File: src/hw/rtl/bmpu_pkg.sv
package bmpu_pkg;

   // field widths
   localparam int CMD_W         = 2;
   localparam int INDEX_W       = 8;
   localparam int RGB_W         = 24;
   localparam int BYTE_W        = 8;
   localparam int COORD_W       = 8;
   localparam int COLOR_W       = 16;
   localparam int CSR_INDEX_W   = 2;
   localparam int CSR_DATA_W    = 8;

   // parameter defaults
   localparam int DISPLAY_WIDTH_DEF  = 135;
   localparam int DISPLAY_HEIGHT_DEF = 240;
   localparam int PALETTE_DEPTH_DEF  = 256;

   // commands
   localparam logic [CMD_W-1:0] CMD_PAL_WRITE = 2'd0;
   localparam logic [CMD_W-1:0] CMD_DATA      = 2'd1;
   localparam logic [CMD_W-1:0] CMD_START     = 2'd2;

   // depth modes
   localparam logic [1:0] DEPTH_1  = 2'd0;
   localparam logic [1:0] DEPTH_4  = 2'd1;
   localparam logic [1:0] DEPTH_8  = 2'd2;
   localparam logic [1:0] DEPTH_24 = 2'd3;

   // register indexes
   localparam logic [CSR_INDEX_W-1:0] REG_DEPTH_MODE   = 2'd0;
   localparam logic [CSR_INDEX_W-1:0] REG_IMAGE_WIDTH  = 2'd1;
   localparam logic [CSR_INDEX_W-1:0] REG_IMAGE_HEIGHT = 2'd2;
   localparam logic [CSR_INDEX_W-1:0] REG_DIM_LEVEL    = 2'd3;

   // register reset values
   localparam logic [1:0] RESET_DEPTH_MODE   = DEPTH_24;
   localparam logic [7:0] RESET_IMAGE_WIDTH  = 8'd135;
   localparam logic [7:0] RESET_IMAGE_HEIGHT = 8'd240;
   localparam logic [7:0] RESET_DIM_LEVEL    = 8'd255;

   // color constants
   localparam logic [7:0]  DIM_FULL = 8'hFF;
   localparam logic [15:0] MASK_RB  = 16'hF81F;
   localparam logic [15:0] MASK_G   = 16'h07E0;

   typedef struct packed {
      logic [COORD_W-1:0] pixel_x;
      logic [COORD_W-1:0] pixel_y;
      logic               on_screen;
      logic               last_of_run;
      logic               image_done;
   } pix_meta_type;

endpackage

File: src/hw/rtl/bmpu_shade.sv
module bmpu_shade (
   input  logic [bmpu_pkg::RGB_W-1:0]   rgb,
   input  logic [7:0]                   dim_level,
   output logic [bmpu_pkg::COLOR_W-1:0] color
);
   import bmpu_pkg::*;

   logic [COLOR_W-1:0] base;
   logic [21:0]        prod_rb;
   logic [23:0]        prod_g;
   logic [COLOR_W-1:0] dim_rb;
   logic [COLOR_W-1:0] dim_g;

   // 8:8:8 down to 5:6:5
   assign base    = {rgb[23:19], rgb[15:10], rgb[7:3]};

   // red and blue scale by alpha/4 over 64, green by alpha over 256
   assign prod_rb = 22'(base & MASK_RB) * 22'(dim_level[7:2]);
   assign prod_g  = 24'(base & MASK_G) * 24'(dim_level);
   assign dim_rb  = prod_rb[21:6] & MASK_RB;
   assign dim_g   = prod_g[23:8] & MASK_G;

   assign color   = (dim_level < DIM_FULL) ? (dim_rb | dim_g) : base;
endmodule

File: config.mk
export PLATFORM = sky130hd
export DESIGN_NAME = bmpu_shade
export DESIGN_NICKNAME = d
export VERILOG_FILES = /design/src/hw/rtl/bmpu_pkg.sv /design/src/hw/rtl/bmpu_shade.sv
export SDC_FILE = /design/constraint.sdc
export NUM_CORES = 1
export LEC_CHECK = 0
export CORE_MARGIN = 2
export CORE_UTILIZATION = 55
export DETAILED_ROUTE_END_ITERATION = 8
export DONT_BUFFER_PORTS = 1
export GPL_ROUTABILITY_DRIVEN = 0
export PLACE_DENSITY_LB_ADDON = 0.3
export SYNTH_ARGS = -nofsm -noshare
export SYNTH_HDL_FRONTEND = slang
export SYNTH_SLANG_ARGS = --single-unit
File: constraint.sdc
create_clock -name vclk -period 5
set_input_delay 0.75 -clock vclk [all_inputs]
set_output_delay 0.75 -clock vclk [all_outputs]
set_load 0.005 [all_outputs]
# After elaboration in Yosys (flattened, before gate mapping)
# Index checks and enable logic that the tools add are counted.
op_classes:
  n_mul: 2
  order_cmp: 1
  n_mux: 1
  n_bitwise: 1
op_table:
  columns: ["op", "n"]
  rows:
  - ["multiplier 16 x 6 -> 22 bit", 1]
  - ["two-way mux 16 bit", 1]
  - ["bitwise OR 16 x 11 -> 16 bit", 1]
  - ["multiplier 6 x 8 -> 14 bit", 1]
  - ["less-than comparator 8 bit, second input constant", 1]
word_totals:
  out_inout_bits: 16
  word_cells: 5
  register_bits: 0
  inputBits: 32

# Depth between registers and ports, before layout
# Gate-level depths: netlist (run 1).
logic_depth:
  depth_word: 3
  depth_mapped: 15
  mapped_depth_nobuf: 13

# Worst setup path after synthesis (run 1)
# No wires, ideal clock.
synth_path:
  path_kind: "input -> output"
  from: "in dim_level[7]"
  to: "out color[15] (netlist name)"
  path_buffers: 2
  stages: 15
  arrival_ps: 4220
  t_required_ps: 4250
  slack_ps: 30
  path_cell_list: "clkbuf_1 > nand2_1 > fa_1 > inv_1 > fa_1 > inv_1 > fa_1 > inv_1 > ha_1 > buf_4 > nand4_1 > a311oi_2 > a211oi_1 > a2111o_1 > nand3_1"
synth_via:
  elab_chain_len: 3
  elab_cells_between_ends: 4
  classes_between: "1 x mul; 1 x order compare; 1 x mux; 1 x bitwise"
synth_lines:
  columns: ["item", "line_no", "source"]
  rows:
  - ["from (decl)", "bmpu_shade.sv:3", "input logic [7:0] dim_level,"]
  - ["multiplier 16 x 6 -> 22 bit", "bmpu_shade.sv:18", "assign prod_rb = 22'(base & MASK_RB) * 22'(dim_level[7:2]);"]
  - ["bitwise OR 16 x 11 -> 16 bit", "bmpu_shade.sv:23", "assign color = (dim_level < DIM_FULL) ? (dim_rb | dim_g) : base;"]
  - ["two-way mux 16 bit (*)", "bmpu_shade.sv:23", null]
  - ["to (decl)", "bmpu_shade.sv:4", "output logic [bmpu_pkg::COLOR_W-1:0] color"]
# Mark *: on every way between the ends. The rest lies on a longest branch, timed or not.

# Worst setup path after layout (run 1)
layout_path:
  from: "in rgb[4] (netlist name)"
  to: "out color[15] (netlist name)"
layout_via:
  elab_chain_len: 3
layout_lines:
  columns: ["item", "line_no", "source"]
  rows:
  - ["from (decl)", "bmpu_shade.sv:2", "input logic [bmpu_pkg::RGB_W-1:0] rgb,"]
  - ["multiplier 16 x 6 -> 22 bit", "bmpu_shade.sv:18", null]
  - ["bitwise OR 16 x 11 -> 16 bit", "bmpu_shade.sv:23", null]
  - ["two-way mux 16 bit", "bmpu_shade.sv:23", null]
# No other way between the ends.

==> results.tsv, run 1 <==
stage	metric	value	unit
floorplan	core footprint	0.00624	mm²
routing	vias per cell	5.86	
global_routing	number of global-route vias before repair	2993	
routing	WL met2	3960	µm
global_routing	pin count of the biggest net entering global routing	31	
cells_and_area	Finished Core Util	0.575	
setup_path	Worst Path Max Fanout	7	
logic_synthesis	Post-Syn Area	0.00349	mm²
cells_and_area	ant diodes	0	
placed_design	Inst Count DP	495	
clock_network	CTS Hold Bufs	0	
hold_path	Worst Min Path Start	rgb[6]	
routing	Vias	2902	
hold_path	Hold Path Depth	2	
sta	Hold Fails Final Rpt	0	
pwr	Max IR drop VDD	0.149	mV
logic_synthesis	Gate Count Post-Synth	429	
pwr	LEAKAGE	1.82	nW
routing	initial drt markers	128	
cells_and_area	Nets	557	
placed_design	Place WS	0.0885	ns
setup_path	CP delay by family, top	adder cells	
sta	fmax	207	MHz
pwr	PwrDens	186	mW/mm²
pwr	proportion of power drawn by the clock network	0	
floorplan	Initial Util	0.560	
cells_and_area	FF/Latch Area	0	µm²
sta	Setup-failing EPs final	0	
pwr	switching portion of total power	0.566	
routing	Wirelength per Cell	15.6	µm
cells_and_area	number of fill cells	611	
pwr	portion of total power attributed to sequential cells	0	
sta	RSZ-0062 raised after global routing	no	
routing	wl on met1	3440	µm
sta	Worst Tran Pin Value	1.03	ns
routing	top sig layer	met4	
placed_design	DP HPWL	5990	µm
hold_path	Tightest Hold Check Type	input port to primary output	
routing	post-route ant nets	0	
setup_path	required time worst endpoint	4.25	ns
logic_synthesis	mux contribution to synthesized area	0	
pwr	P_sw	0.378	mW
sta	Final min period	4.83	ns
floorplan	die area	0.00701	mm²
logic_synthesis	adder-cell area share of the yosys netlist	0.479	
pwr	Int Pwr	0.290	mW
clock_network	post-CTS setup buffers	0	
sta	setup_tns	0	ns
outcome	status	finished clean	
cells_and_area	most frequent cells in the layout	75 x inv_1, 66 x and2_1, 55 x ha_1, 48 x fa_1, 46 x nand2_1	
sta	Worst Slack Setup Final	0.174	ns
routing	Total Wirelength	7720	µm
global_routing	Tot GR Track Use	0.231	
cells_and_area	non-filler cells, final	495	
floorplan	Die Ht	83.7	µm
run	Max-cap violations	0	
setup_path	slowest stage delay, CP	0.54	ns
logic_synthesis	Netlist cell types	49	
sta	max-slew violation count	0	
sta	fin crit share	0.965	
setup_path	type of the worst setup path	input port to primary output	
routing	metal3 WL	274	µm
global_routing	antenna violations before repair	0	
setup_path	CP Launch Type	input port	
global_routing	first-pass GRT wire length	13800	µm
global_routing	grt ovf	0	
logic_synthesis	largest family of logic cells by synthesized area	adder cells	
setup_path	Critical Path AT	4.08	ns
setup_path	cell mode on critical path	fa_1	
logic_synthesis	Compound-Gate Fraction of Synth Area	0.124	
logic_synthesis	Mapped Avg Cell Area	8.15	µm²
clock_network	CTS-repair resized insts	0	
logic_synthesis	post-synthesis sequential area ratio	0	
pwr	part of the power in combinational logic	1.000	
placed_design	placed instance area	0.00354	mm²
logic_synthesis	xor/xnor share of the synthesized area	0.0100	
floorplan	die width	83.7	µm
routing	DRC viols	0	
setup_path	Buffers & Inverters on Critical Path	2	
cells_and_area	number of sequential cells	0	
floorplan	Top Ports	48	
setup_path	critical path capture point type	primary output	
setup_path	crit-path cells	and2_1, fa_1, inv_1, fa_1, fa_1, inv_1, ha_4, nand3_2, nor3_4, o2111ai_4, a2111o_1, nand3_1	
floorplan	row cnt	29	
cells_and_area	layout cell share with drive strength beyond 1	0.0574	
setup_path	CP max stage cell	fa_1	
placed_design	PortBufs	0	
cells_and_area	design area	0.00359	mm²
logic_synthesis	Ys Warns	0	
logic_synthesis	Syn Nets	566	
sta	Rel. slew slack	0.309	
cells_and_area	P&R area growth vs syn	2.76	%
routing	drt pass-1 iters	4	
hold_path	hold endpoint	color[3]	
cells_and_area	area of the multi-input gates	0.00321	mm²
cells_and_area	most common cell after layout, fill and taps aside	inv_1	
cells_and_area	clock buffers	0	
logic_synthesis	post-synthesis simple-gate area fraction	0.287	
==> cell type report <==
| cell class | instances | share of cell area |
|---|---|---|
| tap | 77 | 0.0268 |
| inverter | 75 | 0.0784 |
| timing repair buffer | 1 | 0.00209 |
| multi-input combinational | 342 | 0.893 |
==> metal layers <==
metal  GRT usage  up-vias
li1            -     1384
met1       0.301     1453
met2       0.438       59
met3      0.0138        6
met4      0.0176        0
met5           0        -
==> cells in the mapped netlist (5+ instances only) <==
master / number / share of area
and2_1: 66 / 0.12
clkbuf_1: 9 / 0.0097
a21oi_1: 8 / 0.011
nand3_1: 11 / 0.016
nor3b_1: 7 / 0.015
nand4_1: 5 / 0.0090
or3_1: 7 / 0.013
nor2_1: 13 / 0.014
o21ai_0: 12 / 0.017
nand2_1: 46 / 0.049
fa_1: 48 / 0.27
nor3_1: 5 / 0.0072
inv_1: 75 / 0.081
a211oi_1: 7 / 0.015
ha_1: 57 / 0.20
==> power by group through the flow <==
| stage | Combinational [mW] | Clock, mW | Sequential [mW] |
|---|---|---|---|
| 3_3_place_gp | 0.611 | 0 | 0 |
| 4_1_cts | 0.639 | 0 | 0 |
| 2_1_floorplan | 0.529 | 0 | 0 |
| 6_report | 0.668 | 0 | 0 |
| 5_1_grt | 0.769 | 0 | 0 |
| 3_5_place_dp | 0.633 | 0 | 0 |
==> worst max path at each step <==
stage | startpoint | to | depth (start not counted)
CTS | dim_level[7] | color[14] | 12
detailed placement | dim_level[7] | color[14] | 12
global route | rgb[13] | color[9] | 12
finish | rgb[4] | color[15] | 12
floorplan | dim_level[7] | color[15] | 15
global placement | rgb[15] | color[7] | 12
==> stage by stage <==
step                hold slack, ns  power, mW
finish                        1.61      0.668
global route                  1.62      0.769
CTS                           1.62      0.639
detailed placement            1.62      0.633
global placement              1.62      0.611
floorplan                     1.59      0.529
==> kinds of logic (layout without fill, tap and decap cells) <==
kind of cell / Yosys count / in the layout
compound gates: 53 / 53
xor+xnor: 4 / 4
fa+ha+maj: 105 / 105
buf+inv: 87 / 76
simple gates: 180 / 180
No activity file was read; power rests on OpenSTA's default activity.
==> inputs of run 2 (changes only) <==
--- a/config.mk
+++ b/config.mk
@@ -5,11 +5,15 @@
 export SDC_FILE = /design/constraint.sdc
 export NUM_CORES = 1
 export LEC_CHECK = 0
+export ABC_AREA = 1
+export CELL_PAD_IN_SITES_DETAIL_PLACEMENT = 1
+export CELL_PAD_IN_SITES_GLOBAL_PLACEMENT = 2
 export CORE_MARGIN = 2
-export CORE_UTILIZATION = 55
+export CORE_UTILIZATION = 33
 export DETAILED_ROUTE_END_ITERATION = 8
 export DONT_BUFFER_PORTS = 1
 export GPL_ROUTABILITY_DRIVEN = 0
+export GPL_TIMING_DRIVEN = 0
 export PLACE_DENSITY_LB_ADDON = 0.3
 export SYNTH_ARGS = -nofsm -noshare
 export SYNTH_HDL_FRONTEND = slang
==> run 2 against run 1 <==
  * Via count rose by 23%
  * Final area is 14% higher
  * Non-clock buffer count grew 18
  * Critical path depth increased by 5
  * Fmax up 0.49%
  * Die area increased by 77%
  * Clock-buffer cell count is the same
  * Synthesized cell count rose by 41%
==> results.tsv, run 2 <==
stage	metric	value	unit	change
setup_path	required time worst endpoint	4.25	ns	about the same
sta	Worst Tran Pin Value	0.362	ns	was 1.03 ns
setup_path	CP max stage cell	fa_1		unchanged
placed_design	PortBufs	0		unchanged
routing	vias per cell	4.79		was 5.86
cells_and_area	most frequent cells in the layout	178 x inv_1, 172 x nand2_1, 55 x ha_1, 48 x fa_1, 22 x nand3_1		was 75 x inv_1, 66 x and2_1, 55 x ha_1, 48 x fa_1, 46 x nand2_1
logic_synthesis	Netlist cell types	27		was 49
logic_synthesis	share of the synthesized area in the top cell type	0.253		was 0.275
cells_and_area	ant diodes	0		unchanged
placed_design	Inst Count DP	748		was 495
setup_path	CP Launch Type	input port		unchanged
hold_path	Tightest Hold Check Type	input port to primary output		unchanged
logic_synthesis	synth cell count leaders	178 x inv_1, 172 x nand2_1, 57 x ha_1, 48 x fa_1		was 75 x inv_1, 66 x and2_1, 57 x ha_1, 48 x fa_1, 46 x nand2_1
routing	drt pass-1 iters	4		unchanged
cells_and_area	design area	0.00410	mm²	was 0.00359 mm²
logic_synthesis	cell with the most instances after synthesis	inv_1		unchanged
cells_and_area	Nets	741		was 557
pwr	switching portion of total power	0.610		was 0.566
cells_and_area	layout cell share with drive strength beyond 1	0.0764		was 0.0574
floorplan	Initial Util	0.336		was 0.560
setup_path	type of the worst setup path	input port to primary output		unchanged
global_routing	Tot GR Track Use	0.172		was 0.231
sta	fin crit share	0.961		was 0.965
logic_synthesis	Mapped Avg Cell Area	6.29	µm²	was 8.15 µm²
floorplan	die area	0.0124	mm²	was 0.00701 mm²
pwr	portion of total power attributed to sequential cells	0		about the same
logic_synthesis	Post-Syn Area	0.00380	mm²	was 0.00349 mm²
routing	Wirelength per Cell	14.3	µm	was 15.6 µm
setup_path	critical path capture point type	primary output		unchanged
cells_and_area	number of sequential cells	0		unchanged
sta	Worst Slack Setup Final	0.197	ns	was 0.174 ns
global_routing	first-pass GRT wire length	17800	µm	was 13800 µm
pwr	LEAKAGE	2.63	nW	was 1.82 nW
sta	fmax	208	MHz	was 207 MHz
pwr	PwrDens	183	mW/mm²	was 186 mW/mm²
setup_path	Critical Path AT	4.05	ns	was 4.08 ns
pwr	Int Pwr	0.293	mW	was 0.290 mW
logic_synthesis	leading area contributor after synthesis	fa_1		unchanged
cells_and_area	most common cell after layout, fill and taps aside	inv_1		unchanged
routing	post-route ant nets	0		unchanged
floorplan	core footprint	0.0113	mm²	was 0.00624 mm²
outcome	status	finished clean		unchanged
global_routing	number of global-route vias before repair	3759		was 2993
sta	Final min period	4.80	ns	was 4.83 ns
logic_synthesis	Ys Warns	0		unchanged
floorplan	Top Ports	48		unchanged
run	Max-cap violations	0		unchanged
routing	initial drt markers	111		was 128
sta	max-slew violation count	0		unchanged
cells_and_area	P&R area growth vs syn	7.86	%	was 2.76%
sta	Hold Slack	1.62	ns	was 1.61 ns
pwr	part of the power in combinational logic	1.000		about the same
logic_synthesis	Gate Count Post-Synth	605		was 429
logic_synthesis	Syn Nets	742		was 566
setup_path	slowest stage delay, CP	0.54	ns	about the same
routing	DRC viols	0		unchanged
floorplan	Die Ht	111	µm	was 83.7 µm
placed_design	DP HPWL	9230	µm	was 5990 µm
logic_synthesis	synth top area cells	fa_1 25%, ha_1 19%, inv_1 18%		was fa_1 27%, ha_1 20%, and2_1 12%
global_routing	pin count of the biggest net entering global routing	18		was 31
floorplan	row cnt	39		was 29
placed_design	Place WS	-0.390	ns	was 0.0885 ns
global_routing	grt ovf	0		unchanged
cells_and_area	clock buffers	0		unchanged
sta	Hold Fails Final Rpt	0		unchanged
setup_path	Worst Path Max Fanout	10		was 7
sta	Rel. slew slack	0.758		was 0.309
cells_and_area	Finished Core Util	0.363		was 0.575
routing	Total Wirelength	10700	µm	was 7720 µm
logic_synthesis	post-synthesis sequential area ratio	0		unchanged
cells_and_area	FF/Latch Area	0	µm²	unchanged
pwr	Max IR drop VDD	0.0800	mV	was 0.149 mV
clock_network	CTS Hold Bufs	0		unchanged
pwr	P_sw	0.458	mW	was 0.378 mW
global_routing	antenna violations before repair	0		unchanged
placed_design	placed instance area	0.00398	mm²	was 0.00354 mm²
pwr	proportion of power drawn by the clock network	0		about the same
floorplan	die width	111	µm	was 83.7 µm
routing	Vias	3566		was 2902
setup_path	crit-path cells	clkbuf_4, buf_12, nand2_1, fa_1, inv_1, fa_1, inv_1, fa_1, inv_1, ha_1, a21oi_1, nor2_1, a21oi_1, nand3_1, nand2_1, nand3_1, nand2_1		was and2_1, fa_1, inv_1, fa_1, fa_1, inv_1, ha_4, nand3_2, nor3_4, o2111ai_4, a2111o_1, nand3_1
cells_and_area	non-filler cells, final	745		was 495
sta	Setup-failing EPs final	0		unchanged
==> run 2: worst paths after layout <==
kind                         start        to  slack, ns  cells after the start
worst max-delay path  dim_level[4]  color[9]       0.20                     17
worst min-delay path        rgb[3]  color[0]       1.62                      2
==> run 2: power by group through the flow <==
stage	registers [mW]	logic (mW)	clock network, mW
3_5_place_dp	0	0.709	0
5_1_grt	0	0.878	0
6_report	0	0.751	0
3_3_place_gp	0	0.689	0
2_1_floorplan	0	0.556	0
4_1_cts	0	0.716	0
==> run 2: what timing repair did <==
item	in CTS	in global routing
resized for setup	6	37
setup buffers	0	1
endpoints found under the setup margin	16	15
pin swaps	0	1
hold endpoints to repair	0	0
==> run 2: area by class of cell <==
cell class	count	area [µm²]
Inverter	178	668
Fill cell	1493	7220
Buffer	18	160
Timing Repair Buffer	1	7.51
Tap cell	143	179
Multi-Input combinational cell	405	3090
==> run 2: per-layer routing <==
layer | routed length (µm) | share of wire | vias to the layer above | global-route usage
met1 | 4950 | 0.46 | 1740 | 0.230
met3 | 296 | 0.028 | 4 | 0.0114
met5 | 0 | 0 | - | 0
li1 | - | - | 1776 | -
met4 | 40 | 0.0037 | 0 | 0.00494
met2 | 5380 | 0.50 | 46 | 0.324
==> run 2: metrics by stage <==
stage               power [mW]  setup TNS [ns]
global placement         0.689           -2.71
detailed placement       0.709           -3.58
global route             0.878         -0.0158
finish                   0.751               0
floorplan                0.556               0
CTS                      0.716               0
==> run 2: logic make-up after synthesis <==
| kind of cell | synth area share |
|---|---|
| fa+ha+maj | 0.440 |
| buf+inv | 0.211 |
| xor+xnor | 0.00921 |
| compound gates | 0.0740 |
| simple gates | 0.266 |
==> run 2: critical path: cells and delay by family <==
family          cells  cell delay [ns]
simple gates        6             0.45
buf+inv             5             0.50
compound gates      2             0.40
fa+ha+maj           4             1.96
==> inputs of run 3 (changes only) <==
--- a/config.mk
+++ b/config.mk
@@ -9,7 +9,7 @@
 export CELL_PAD_IN_SITES_DETAIL_PLACEMENT = 1
 export CELL_PAD_IN_SITES_GLOBAL_PLACEMENT = 2
 export CORE_MARGIN = 2
-export CORE_UTILIZATION = 33
+export CORE_UTILIZATION = 40
 export DETAILED_ROUTE_END_ITERATION = 8
 export DONT_BUFFER_PORTS = 1
 export GPL_ROUTABILITY_DRIVEN = 0
==> constraint.sdc (replaced) <==
create_clock -name vclk -period 5.9
set_input_delay 0.885 -clock vclk [all_inputs]
set_output_delay 0.885 -clock vclk [all_outputs]
set_load 0.005 [all_outputs]
==> run 3 against run 2 <==
  * Routed wire length shrank 2.0%
  * Non-clock buffer count grew 2
  * Via count grew 1.1%
  * Sequential cell count is the same
  * Sequential share of layout area is the same
  * Worst setup slack gained 0.11 ns
  * Hold slack gained 0.27 ns
  * Global-route usage grew 4.0 points
  * First-iteration DRC count shrank 47%
==> results.tsv, run 3 (synthesis results as in run 2) <==
stage	metric	value	unit	change
cells_and_area	non-filler cells, final	733		was 745
setup_path	Worst Path Max Fanout	10		unchanged
clock_network	CTS-repair resized insts	0		was 6
hold_path	Worst Min Path Start	rgb[3]		unchanged
floorplan	Die Ht	102	µm	was 111 µm
setup_path	CP delay by family, top	adder cells		unchanged
setup_path	cell mode on critical path	nand2_1		
routing	vias per cell	4.92		was 4.79
routing	Vias	3604		was 3566
sta	RSZ-0062 raised after global routing	no		
cells_and_area	number of sequential cells	0		unchanged
setup_path	slowest stage delay, CP	0.55	ns	was 0.54 ns
pwr	Max IR drop VDD	0.0756	mV	was 0.0800 mV
placed_design	Place WS	0.267	ns	was -0.390 ns
floorplan	Top Ports	48		unchanged
routing	post-route ant nets	0		unchanged
cells_and_area	Nets	743		was 741
pwr	portion of total power attributed to sequential cells	0		about the same
sta	fmax	179	MHz	
hold_path	Hold Path Depth	2		unchanged
global_routing	antenna violations before repair	0		unchanged
cells_and_area	FF/Latch Area	0	µm²	unchanged
hold_path	hold endpoint	color[0]		unchanged
cells_and_area	clock buffers	0		unchanged
floorplan	core footprint	0.00924	mm²	was 0.0113 mm²
pwr	switching portion of total power	0.621		was 0.610
pwr	PwrDens	150	mW/mm²	was 183 mW/mm²
routing	initial drt markers	59		was 111
sta	Worst Slack Setup Final	0.307	ns	was 0.197 ns
clock_network	CTS Hold Bufs	0		unchanged
floorplan	row cnt	35		was 39
sta	fin crit share	0.948		
pwr	part of the power in combinational logic	1.000		about the same
setup_path	CP max stage cell	fa_1		unchanged
pwr	P_sw	0.370	mW	was 0.458 mW
global_routing	grt ovf	0		unchanged
floorplan	die width	102	µm	was 111 µm
global_routing	Tot GR Track Use	0.212		was 0.172
sta	Hold Fails Final Rpt	0		unchanged
placed_design	PortBufs	0		unchanged
setup_path	type of the worst setup path	input port to primary output		unchanged
global_routing	number of global-route vias before repair	3689		was 3759
pwr	Int Pwr	0.226	mW	was 0.293 mW
placed_design	Inst Count DP	734		was 748
setup_path	Critical Path AT	4.71	ns	was 4.05 ns
pwr	LEAKAGE	2.59	nW	was 2.63 nW
pwr	total power	0.596	mW	was 0.751 mW
hold_path	Tightest Hold Check Type	input port to primary output		unchanged
setup_path	CP Launch Type	input port		unchanged
floorplan	Initial Util	0.412		was 0.336
routing	Total Wirelength	10500	µm	was 10700 µm
cells_and_area	most common cell after layout, fill and taps aside	inv_1		unchanged
cells_and_area	P&R area growth vs syn	4.14	%	was 7.86%
floorplan	die area	0.0103	mm²	was 0.0124 mm²
global_routing	first-pass GRT wire length	17600	µm	was 17800 µm
routing	drt pass-1 iters	4		unchanged
sta	Final min period	5.59	ns	
sta	max-slew violation count	0		unchanged
sta	Rel. slew slack	0.553		was 0.758
pwr	proportion of power drawn by the clock network	0		about the same
setup_path	crit-path cells	buf_2, clkbuf_1, nand2_1, fa_1, fa_1, inv_1, fa_1, ha_1, nand2_1, nor2_1, nand3_1, nor3_1, nor2_1, nand2_1, nand2_1, nand3_1, nand2_1		was clkbuf_4, buf_12, nand2_1, fa_1, inv_1, fa_1, inv_1, fa_1, inv_1, ha_1, a21oi_1, nor2_1, a21oi_1, nand3_1, nand2_1, nand3_1, nand2_1
cells_and_area	area of the multi-input gates	0.00300	mm²	was 0.00309 mm²
clock_network	post-CTS setup buffers	0		unchanged
sta	setup_tns	0	ns	unchanged
global_routing	pin count of the biggest net entering global routing	11		was 18
run	Max-cap violations	0		unchanged
setup_path	critical path capture point type	primary output		unchanged
outcome	status	finished clean		unchanged
cells_and_area	layout cell share with drive strength beyond 1	0.0381		was 0.0764
sta	Worst Tran Pin Value	0.671	ns	was 0.362 ns
setup_path	Buffers & Inverters on Critical Path	3		was 5
routing	DRC viols	0		unchanged
routing	Wirelength per Cell	14.3	µm	about the same
cells_and_area	number of fill cells	1240		was 1493
setup_path	required time worst endpoint	5.02	ns	was 4.25 ns
cells_and_area	most frequent cells in the layout	178 x inv_1, 172 x nand2_1, 57 x ha_1, 48 x fa_1		was 178 x inv_1, 172 x nand2_1, 55 x ha_1, 48 x fa_1, 22 x nand3_1
placed_design	DP HPWL	9080	µm	was 9230 µm
cells_and_area	ant diodes	0		unchanged
sta	Setup-failing EPs final	0		unchanged
[run 3: cell count changes in the layout (fill, tap and decap cells not counted), sizes merged]
cell | before | now
clkbuf | 9 | 11
[run 3: worst max path at each step]
| stage | slack [ns] | endpoint | start | depth (start not counted) |
|---|---|---|---|---|
| floorplan | 0.90 | color[15] | dim_level[7] | 19 |
| global placement | 0.30 | color[14] | dim_level[7] | 17 |
| detailed placement | 0.27 | color[14] | dim_level[7] | 17 |
| CTS | 0.26 | color[14] | dim_level[7] | 17 |
| global route | 0.03 | color[12] | dim_level[6] | 17 |
| finish | 0.31 | color[12] | dim_level[6] | 17 |
[run 3: area by class of cell]
cell class	instances	area share
Inverter	178	0.169
Multi-Input combinational cell	405	0.757
Tap cell	129	0.0407
Buffer	21	0.0332
[run 3: power groups by stage]
stage | clock network [mW] | registers, mW | logic, mW
2_1_floorplan | 0 | 0 | 0.471
3_3_place_gp | 0 | 0 | 0.580
3_5_place_dp | 0 | 0 | 0.602
4_1_cts | 0 | 0 | 0.608
5_1_grt | 0 | 0 | 0.698
6_report | 0 | 0 | 0.596
[run 3: layer usage]
metal / vias up / global-route usage / share of wire
li1: 1779 / - / -
met1: 1765 / 0.294 / 0.47
met2: 52 / 0.386 / 0.49
met3: 8 / 0.00621 / 0.032
met4: 0 / 0.0114 / 0.0077
met5: - / 0 / 0
[run 3: through the flow]
step            util  instance area (µm²)  hold slack, ns
6_report       0.429                 3960            1.88
4_1_cts        0.429                 3970            1.88
2_1_floorplan      -                 3800            1.87
3_3_place_gp   0.429                 3970            1.88
5_1_grt        0.429                 3960            1.89
3_5_place_dp   0.429                 3970            1.88
